## src/rtl/oosr_pkg.sv

```systemverilog
// ----------------------------------------------------------------------------
// oosr_pkg
// Shared types, sizes and the fill-percent table of the sample ring.
// ----------------------------------------------------------------------------
package oosr_pkg;

  // Ring geometry
  localparam int DEPTH      = 32;
  localparam int RESULT_CAP = 32;
  localparam int PTR_W      = $clog2(DEPTH);
  localparam int CNT_W      = $clog2(DEPTH + 1);
  localparam int CAP_W      = $clog2(RESULT_CAP + 1);

  // Field widths
  localparam int TEMP_W  = 16;
  localparam int TIME_W  = 64;
  localparam int FILL_W  = 7;
  localparam int ENTRY_W = TEMP_W + TIME_W;

  // Operation codes; the spare code is ignored by the ring
  typedef enum logic [1:0] {
    OP_PUSH  = 2'd0,
    OP_DRAIN = 2'd1,
    OP_QUERY = 2'd2,
    OP_SPARE = 2'd3
  } op_e;

  // Controller states
  typedef enum logic [1:0] {
    ST_IDLE  = 2'b01,
    ST_DRAIN = 2'b10
  } state_e;

  // Request word
  typedef struct packed {
    logic [1:0]               operation;
    logic signed [TEMP_W-1:0] sample_temp;
    logic [TIME_W-1:0]        sample_time;
    logic [FILL_W-1:0]        drain_limit;
  } req_t;

  // Result word
  typedef struct packed {
    logic                     entry_valid;
    logic signed [TEMP_W-1:0] entry_temp;
    logic [TIME_W-1:0]        entry_time;
    logic                     last_item;
    logic [FILL_W-1:0]        fill_count;
    logic [FILL_W-1:0]        fill_percent;
  } rsp_t;

  // Percent of fill for every count 0..DEPTH, floored
  typedef logic [DEPTH:0][FILL_W-1:0] pct_table_t;

  function automatic pct_table_t build_pct_table();
    pct_table_t tbl;
    for (int i = 0; i <= DEPTH; i++) begin
      tbl[i] = FILL_W'((i * 100) / DEPTH);
    end
    return tbl;
  endfunction

  localparam pct_table_t PCT_TABLE = build_pct_table();

endpackage

```

## src/rtl/oosr_ram.sv

```systemverilog
// ----------------------------------------------------------------------------
// oosr_ram
// Simple dual-port RAM: one write port, one read port with registered data.
// ----------------------------------------------------------------------------
module oosr_ram #(
  parameter int WIDTH = 8,
  parameter int DEPTH = 32
) (
  input  logic                     clk_i,
  input  logic                     we_i,
  input  logic [$clog2(DEPTH)-1:0] waddr_i,
  input  logic [WIDTH-1:0]         wdata_i,
  input  logic                     re_i,
  input  logic [$clog2(DEPTH)-1:0] raddr_i,
  output logic [WIDTH-1:0]         rdata_o
);

  logic [WIDTH-1:0] mem_q [DEPTH];
  logic [WIDTH-1:0] rdata_q;

  // Write port
  always_ff @(posedge clk_i) begin
    if (we_i) begin
      mem_q[waddr_i] <= wdata_i;
    end
  end

  // Registered read port
  always_ff @(posedge clk_i) begin
    if (re_i) begin
      rdata_q <= mem_q[raddr_i];
    end
  end

  assign rdata_o = rdata_q;

endmodule

```

## src/rtl/overwrite_oldest_sample_ring_unit.sv

```systemverilog
// A push stores its sample and gives no result; a query or an empty drain gives
// its result in the cycle after acceptance. A drain holds busy_o while it reads
// its samples and gives one sample per cycle, each through the registered RAM read.
// The single read port of the sample RAM sets the drain rate of one per cycle.
// Reset clears the pointers and the full mark; RAM contents stay undefined.
// Results cannot be stalled by the receiver.
// ----------------------------------------------------------------------------
// overwrite_oldest_sample_ring_unit
// Ring of timestamped temperature samples that drops the oldest when full.
// ----------------------------------------------------------------------------
module overwrite_oldest_sample_ring_unit
  import oosr_pkg::*;
(
  input  logic clk_i,
  input  logic rst_ni,
  input  logic start_i,
  input  req_t req_i,
  output logic busy_o,
  output logic valid_o,
  output rsp_t rsp_o
);

  state_e            state_q, state_d;
  logic [PTR_W-1:0]  wr_ptr_q, wr_ptr_d;
  logic [PTR_W-1:0]  rd_ptr_q, rd_ptr_d;
  logic              full_q, full_d;
  logic [CAP_W-1:0]  left_q, left_d;

  logic              out_vld_q, out_vld_d;
  logic              out_ent_q, out_ent_d;
  logic              out_last_q, out_last_d;
  logic [FILL_W-1:0] out_cnt_q, out_cnt_d;
  logic [FILL_W-1:0] out_pct_q, out_pct_d;

  logic              accept;
  logic [CNT_W-1:0]  held;
  logic [FILL_W-1:0] held_ext;
  logic [FILL_W-1:0] take;
  logic [PTR_W-1:0]  wr_ptr_nxt;
  logic [PTR_W-1:0]  rd_ptr_nxt;
  logic              ram_we;
  logic              ram_re;
  logic [ENTRY_W-1:0] ram_rdata;

  assign accept = start_i && (state_q == ST_IDLE);
  assign busy_o = (state_q != ST_IDLE);

  // Count unread samples
  always_comb begin
    if (full_q) begin
      held = CNT_W'(DEPTH);
    end else if (wr_ptr_q >= rd_ptr_q) begin
      held = CNT_W'(wr_ptr_q - rd_ptr_q);
    end else begin
      held = CNT_W'(DEPTH) - CNT_W'(rd_ptr_q) + CNT_W'(wr_ptr_q);
    end
  end

  assign held_ext = FILL_W'(held);

  // Samples a drain returns: min of limit, fill and result cap
  always_comb begin
    take = (req_i.drain_limit < held_ext) ? req_i.drain_limit : held_ext;
    if (take > FILL_W'(RESULT_CAP)) begin
      take = FILL_W'(RESULT_CAP);
    end
  end

  // Pointer wrap
  assign wr_ptr_nxt = (wr_ptr_q == PTR_W'(DEPTH - 1)) ? '0 : wr_ptr_q + 1'b1;
  assign rd_ptr_nxt = (rd_ptr_q == PTR_W'(DEPTH - 1)) ? '0 : rd_ptr_q + 1'b1;

  assign ram_we = accept && (req_i.operation == OP_PUSH);
  assign ram_re = (state_q == ST_DRAIN);

  // Control and result sequencing
  always_comb begin
    state_d    = state_q;
    wr_ptr_d   = wr_ptr_q;
    rd_ptr_d   = rd_ptr_q;
    full_d     = full_q;
    left_d     = left_q;
    out_vld_d  = 1'b0;
    out_ent_d  = 1'b0;
    out_last_d = 1'b0;
    out_cnt_d  = '0;
    out_pct_d  = '0;

    unique case (state_q)
      ST_IDLE: begin
        if (accept) begin
          unique case (req_i.operation)
            OP_PUSH: begin
              // store at write pointer, drop oldest when full
              wr_ptr_d = wr_ptr_nxt;
              if (full_q) begin
                rd_ptr_d = wr_ptr_nxt;
              end else if (wr_ptr_nxt == rd_ptr_q) begin
                full_d = 1'b1;
              end
            end
            OP_DRAIN: begin
              if (take == '0) begin
                // empty drain: one invalid word, state kept
                out_vld_d  = 1'b1;
                out_last_d = 1'b1;
              end else begin
                left_d  = CAP_W'(take);
                full_d  = 1'b0;
                state_d = ST_DRAIN;
              end
            end
            OP_QUERY: begin
              out_vld_d  = 1'b1;
              out_last_d = 1'b1;
              out_cnt_d  = held_ext;
              out_pct_d  = PCT_TABLE[held];
            end
            default: begin
              // unused code: ignore
            end
          endcase
        end
      end
      ST_DRAIN: begin
        // read one sample per cycle, advance read pointer
        rd_ptr_d   = rd_ptr_nxt;
        left_d     = left_q - 1'b1;
        out_vld_d  = 1'b1;
        out_ent_d  = 1'b1;
        out_last_d = (left_q == CAP_W'(1));
        if (left_q == CAP_W'(1)) begin
          state_d = ST_IDLE;
        end
      end
      default: begin
        state_d = ST_IDLE;
      end
    endcase
  end

  always_ff @(posedge clk_i or negedge rst_ni) begin
    if (!rst_ni) begin
      state_q    <= ST_IDLE;
      wr_ptr_q   <= '0;
      rd_ptr_q   <= '0;
      full_q     <= 1'b0;
      left_q     <= '0;
      out_vld_q  <= 1'b0;
      out_ent_q  <= 1'b0;
      out_last_q <= 1'b0;
      out_cnt_q  <= '0;
      out_pct_q  <= '0;
    end else begin
      state_q    <= state_d;
      wr_ptr_q   <= wr_ptr_d;
      rd_ptr_q   <= rd_ptr_d;
      full_q     <= full_d;
      left_q     <= left_d;
      out_vld_q  <= out_vld_d;
      out_ent_q  <= out_ent_d;
      out_last_q <= out_last_d;
      out_cnt_q  <= out_cnt_d;
      out_pct_q  <= out_pct_d;
    end
  end

  // Sample store: temperature and timestamp side by side
  oosr_ram #(
    .WIDTH (ENTRY_W),
    .DEPTH (DEPTH)
  ) u_store (
    .clk_i   (clk_i),
    .we_i    (ram_we),
    .waddr_i (wr_ptr_q),
    .wdata_i ({req_i.sample_temp, req_i.sample_time}),
    .re_i    (ram_re),
    .raddr_i (rd_ptr_q),
    .rdata_o (ram_rdata)
  );

  // Drive the result word; sample fields only on drained entries
  assign valid_o            = out_vld_q;
  assign rsp_o.entry_valid  = out_ent_q;
  assign rsp_o.entry_temp   = out_ent_q ? ram_rdata[ENTRY_W-1:TIME_W] : '0;
  assign rsp_o.entry_time   = out_ent_q ? ram_rdata[TIME_W-1:0] : '0;
  assign rsp_o.last_item    = out_last_q;
  assign rsp_o.fill_count   = out_cnt_q;
  assign rsp_o.fill_percent = out_pct_q;

endmodule
```

## config.mk

```make
export PLATFORM = sky130hd
export DESIGN_NAME = overwrite_oldest_sample_ring_unit
export DESIGN_NICKNAME = d
export VERILOG_FILES = /design/src/rtl/oosr_pkg.sv /design/src/rtl/oosr_ram.sv /design/src/rtl/overwrite_oldest_sample_ring_unit.sv
export SDC_FILE = /design/constraint.sdc
export NUM_CORES = 2
export LEC_CHECK = 0
export ABC_CLOCK_PERIOD_IN_PS = 8900
export BUFFER_PORTS_ARGS = -buffer_cell sky130_fd_sc_hd__clkbuf_2
export CAP_MARGIN = 20
export CORE_ASPECT_RATIO = 2
export CORE_MARGIN = 10
export CORE_UTILIZATION = 35
export CTS_CLUSTER_SIZE = 25
export DETAILED_ROUTE_END_ITERATION = 6
export REMOVE_ABC_BUFFERS = 1
export SYNTH_ARGS = -nofsm -noshare
export SYNTH_HDL_FRONTEND = slang
export SYNTH_HIERARCHICAL = 1
export SYNTH_SLANG_ARGS = --single-unit
```

## constraint.sdc

```tcl
create_clock -name clk_i -period 8.9 [get_ports clk_i]
set_clock_uncertainty 0.2 [all_clocks]
set_input_delay 0.89 -clock clk_i [delete_from_list [all_inputs] [get_ports clk_i]]
set_output_delay 0.89 -clock clk_i [all_outputs]
set_load 0.01 [all_outputs]
```

# ---- After elaboration in Yosys (flattened, before gate mapping)
# Memory sizes are Yosys's and may differ from the RTL's. A register that Yosys moved wholly into a read port is not among the register bits.
# Cells that the tools add are included.
dict set report word_totals {
  mem_bits_ro 448
  ram_bits 2560
  wordCells 89
  memories 2
  ff_bits 36
}
# name words width rd rd_ports_with_merged_regs wr line_no
set memory_table {}
lappend memory_table {u_store.mem_q 32 80 1 1 1 oosr_ram.sv:18} ;# logic [WIDTH-1:0] mem_q [DEPTH];
lappend memory_table {{(name not given)} 64 7 1 0 0 overwrite_oldest_sample_ring_unit.sv:117} ;# out_pct_d = PCT_TABLE[held];
dict set report op_classes {
  n_reduce_logical 11
  order_cmp 4
  muxes 40
  addsub 6
  n_eq_ne 16
}
# cell n
set ops {}
lappend ops {{64-bit 2-to-1 mux} 1}
lappend ops {{6-bit 2-to-1 mux} 8}
lappend ops {{7-bit 2-to-1 mux} 6}
lappend ops {{5-bit 2-to-1 mux} 5}
lappend ops {{16-bit 2-to-1 mux} 1}
lappend ops {{4-bit AND reduction} 4}
lappend ops {{6-bit case mux with 2 select lines} 1}
lappend ops {{5-bit by 1-bit adder with 5-bit output, second input constant} 2}
lappend ops {{5-bit == test, second input constant} 2}
lappend ops {{5-bit case mux with 2 select lines} 1}
lappend ops {{1-bit 2-to-1 mux} 8}
lappend ops {{2-bit 2-to-1 mux} 4}
lappend ops {{2-bit by 1-bit != test with 1-bit output, second input constant} 4}
lappend ops {{2-bit != test, second input constant} 4}
lappend ops {{1-bit case mux with 2 select lines} 4}
lappend ops {{7-bit by 6-bit > comparator with 1-bit output, second input constant} 1}
lappend ops {{7-bit logical NOT} 1}
lappend ops {{6-bit by 7-bit < comparator with 1-bit output, second input constant} 1}
lappend ops {{7-bit by 6-bit < comparator with 1-bit output} 1}
lappend ops {{6-bit by 5-bit adder with 6-bit output} 1}
lappend ops {{6-bit by 1-bit == test with 1-bit output, second input constant} 1}
lappend ops {{5-bit by 5-bit subtractor with 6-bit output} 1}
lappend ops {{6-bit by 1-bit subtractor with 6-bit output, second input constant} 1}
lappend ops {{6-bit by 5-bit subtractor with 6-bit output, first input constant} 1}
lappend ops {{9 further kinds} 13}

# ---- Depth between registers and ports, before layout
dict set report logic_depth {
  depth_word 13
  mapped_depth 19
  mapped_depth_nobuf 16
}

# ---- By module
# The synthesis kept the hierarchy.
# module area_per_inst_um2 cells_per_inst instances
set modules_own_cells {}
lappend modules_own_cells {oosr_ram 99696.9 4682 1}
lappend modules_own_cells {overwrite_oldest_sample_ring_unit 3211.8 385 1}

# ---- Worst setup path before layout
# No wires, ideal clock.
dict set report synth_path {
  path_type {in2reg}
  startpoint {in start_i}
  endpoint {mem u_store/mem_q[12][0] (netlist name), enable pin}
  t_arrival_ns 5.532
  slack_ns 2.649
  n_path_buf 2
  setup_ns 0.519
  required_ns 8.181
  cell_stages 6
  path_cell_list {clkbuf_1 > nand3_1 > inv_1 > or3b_2 > clkbuf_1 > nor2_1}
}
dict set report synth_via {
  elab_chain_len 4
}
# element line_no
set synth_rtl {}
lappend synth_rtl {{from (decl)} overwrite_oldest_sample_ring_unit.sv:16} ;# input logic start_i,
lappend synth_rtl {{1-bit logical AND} overwrite_oldest_sample_ring_unit.sv:45} ;# assign accept = start_i && (state_q == ST_IDLE);
lappend synth_rtl {{1-bit logical AND} overwrite_oldest_sample_ring_unit.sv:73} ;# assign ram_we = accept && (req_i.operation == OP_PUSH);
lappend synth_rtl {{via ram_we} overwrite_oldest_sample_ring_unit.sv:41} ;# logic ram_we;
lappend synth_rtl {{1-bit 2-to-1 mux} oosr_ram.sv:23} ;# if (we_i) begin
lappend synth_rtl {{1-bit 2-to-1 mux (implied by the code)} oosr_ram.sv:24} ;# mem_q[waddr_i] <= wdata_i;
lappend synth_rtl {{to (decl)} oosr_ram.sv:18}
# The timed path passes the listed nets, and every way through them passes these cells.

==> flow_metrics.tcl <==
set metrics [dict create \
    fp.dieH_um 787 \
    dr_total_vias 51668 \
    post-route-min-period_ns 5.48 \
    max_freq_mhz 182 \
    drt-wirelength-per-cell_um 30.6 \
    cp.arrival_ns 5.89 \
    syn_inst 5067 \
    synth.distinct_cells 71 \
    slew_viol_final 0 \
    portBuffers 188 \
    tritoncts "yes" \
    synth_edf_count 2640 \
    yosysSeqAreaShare 0.779 \
    avgSynthCellArea_um2 20.3 \
    drc_errors 0 \
    grtUsageMet2 0.326 \
    slew_headroom 0.220 \
    synth_area_mm2 0.103 \
    period_share 0.616 \
    clockBufferDepth 4 \
    firstDrtPassIters 6 \
    grt.overflow.total 0 \
    min_path_type "input pin to flop" \
    drtIter0Drc 4668 \
    start_util 0.351 \
    power.total_uw 24300 \
    root_buffer "clkbuf_16" \
    finalSetupViolCount 0 \
    io_pins 190 \
    met1_usage 0.202 \
    clock-sinks 2675 \
    gp_congestion 0.756 \
    ant_nets 0 \
    die_x_um 403 \
    grt_use_met3 0.0266 \
    fill_cells 25802 \
    vias_per_cell 5.56 \
    ir_worst_vdd_v 0.000184 \
    synth_warnings 6 \
    coreArea_mm2 0.293 \
    hpwl_um 149000 \
    drive_above_1_share 0.185 \
    tightest_slew_ns 1.17 \
    synth_area_leaders "edfxtp_1, mux4_2, mux2i_1, a22oi_1, dfrtp_1" \
    clkLatencyLatePin_ns 0.91 \
    power.leakage_uw 0.0343 \
    area_delta_synth_final_pct 12.8 \
    async_flop_share 0.0131 \
    timing.setup.tns_ns 0 \
    design_area_mm2 0.116 \
    top_usage_layer "met2" \
    seq_area_mm2 0.0802 \
    power_density_mw_per_mm2 209 \
    multiInputGateArea_mm2 0.0216 \
    hold_viol 0 \
    synth_seq_cells 2675 \
    status "complete, no violations" \
    end_kind "flop" \
    rows 281 \
    grt_antenna_before_repair 51 \
    max-cap-violations 0 \
    gr-usage-all-layers 0.174 \
    crit_type "flop to flop" \
    place_area_mm2 0.109 \
    clkTransAtPathRegs_ns 0.07 \
    ys.flop_type "edfxtp_1" \
    worst_setup_path_start_kind "flop" \
    cts_buffers 219 \
    cp_max_fo 87 \
    grt_pass1_vias 53477 \
    grt_pass1_wl_um 402000 \
    yosys.area.top_type "edfxtp_1" \
    htree_levels 4 \
    drt_wl_total_um 284000 \
    synth.most_common_cell "edfxtp_1" \
    critPathRequiredTime_ns 9.31 \
    netlist_top_cells_count "edfxtp_1, mux2i_1, a22oi_1" \
    grt_start_max_net_pins 143 \
    cts_setup_buffers 0 \
    rsz0062_at_grt "false" \
    synth_top_area_share 0.770 \
    final_nets 5423 \
    die_area_mm2 0.317 \
]
## critical path, cell delays in order (launching register included)
cell and delay [ns]:
dfrtp_4 0.85, buf_4 0.80, buf_4 0.89, buf_12 0.50
buf_4 0.75, mux4_2 0.60, a22oi_1 0.23, nand4_1 0.13
## cells by family after synthesis
| kind of cell | count (synthesis) | synth area share |
|---|---|---|
| DFF | 2675 | 0.779 |
| muxes | 970 | 0.133 |
| AOI/OAI and AO/OA | 597 | 0.0432 |
| and+or+nand+nor | 476 | 0.0248 |
| buffers and inverters | 307 | 0.0151 |
| adders and majority gates | 28 | 0.00348 |
| xor gates and xnor gates | 13 | 0.00111 |
| other | 1 | 0.0000364 |
## final timing paths
path	from	end	slack (ns)	cells after the start
setup reg to reg	rd_ptr_q[0]	u_store/rdata_o[59]	3.42	7
hold reg to reg	state_q[0]	state_q[0]	0.33	1
min in group asynchronous	rst_ni	state_q[1]	0.51	2
max in group asynchronous	rst_ni	rd_ptr_q[2]	7.30	2
hold / removal	start_i	out_pct_q[1]	0.33	3
setup / recovery	rd_ptr_q[0]	u_store/rdata_o[59]	3.42	7
## power by group
| part | leakage, uW | internal [uW] | switching (uW) |
|---|---|---|---|
| clock network | 0.00356 | 5620 | 4440 |
| registers | 0.0242 | 13800 | 9.11 |
| logic | 0.00659 | 84.1 | 321 |
| total | 0.0343 | 19500 | 4760 |
## cells in the final DEF (no fill, tap or decap), drive strengths merged, types with 3 or more instances in the layout
| master | count |
|---|---|
| edfxtp | 2640 |
| mux2i | 645 |
| clkbuf | 452 |
| a22oi | 427 |
| mux4 | 320 |
| nand3 | 165 |
| buf | 110 |
| and2 | 92 |
| clkinv | 77 |
| nor2 | 76 |
| nand4 | 50 |
| a31oi | 45 |
| a22o | 44 |
| bufinv | 35 |
| dfrtp | 34 |
| inv | 31 |
| nand2 | 28 |
| ha | 27 |
| a21oi | 24 |
| nor2b | 19 |
| o21ai | 13 |
| nor3 | 12 |
| clkinvlp | 9 |
| xnor2 | 8 |
| o211ai | 8 |
| nand2b | 7 |
| diode | 6 |
| nand3b | 6 |
| xor2 | 5 |
| a221oi | 5 |
| and3 | 5 |
| mux2 | 5 |
| o311ai | 5 |
| o21a | 4 |
| a32oi | 4 |
| o31ai | 3 |
| or2 | 3 |
## sequential cells by signal (all words and copies together), names as in the netlist
register / cells
full_q: 1
left_q: 6
out_cnt_q: 6
out_ent_q: 1
out_last_q: 1
out_pct_q: 7
rd_ptr_q: 5
state_q: 2
u_store/mem_q: 2560
u_store/rdata_o: 80
valid_o: 1
wr_ptr_q: 5
## area by class of cell
type,count,area share
Inverter,23,0.000744
Multi-Input combinational cell,2085,0.186
Clock inverter,129,0.0136
Sequential cell,2675,0.691
Timing Repair Buffer,299,0.0183
Clock buffer,264,0.0495
Antenna cell,6,0.000129
Tap cell,3820,0.0412
## routing by layer
metal | part of all wire | wire length [um]
met1 | 0.37 | 104000
met2 | 0.55 | 155000
met3 | 0.056 | 15900
met4 | 0.032 | 9160
met5 | 0.0010 | 285
## through the flow
stage	util	worst slack, ns	std cells	hold slack (ns)
floorplan	-	-26.02	4783	0.302
global placement	0.371	3.31	8898	0.308
detailed placement	0.371	3.33	8899	0.322
CTS	0.396	3.32	9293	0.245
global route	0.396	3.07	9296	0.311
finish	0.396	3.42	9301	0.326
## what timing repair did
action | CTS | global route
hold buffers | 1 | 0
resized for setup | 0 | 0
endpoints found under the hold margin | 34 | 0
(Power assumes the default switching activity.)
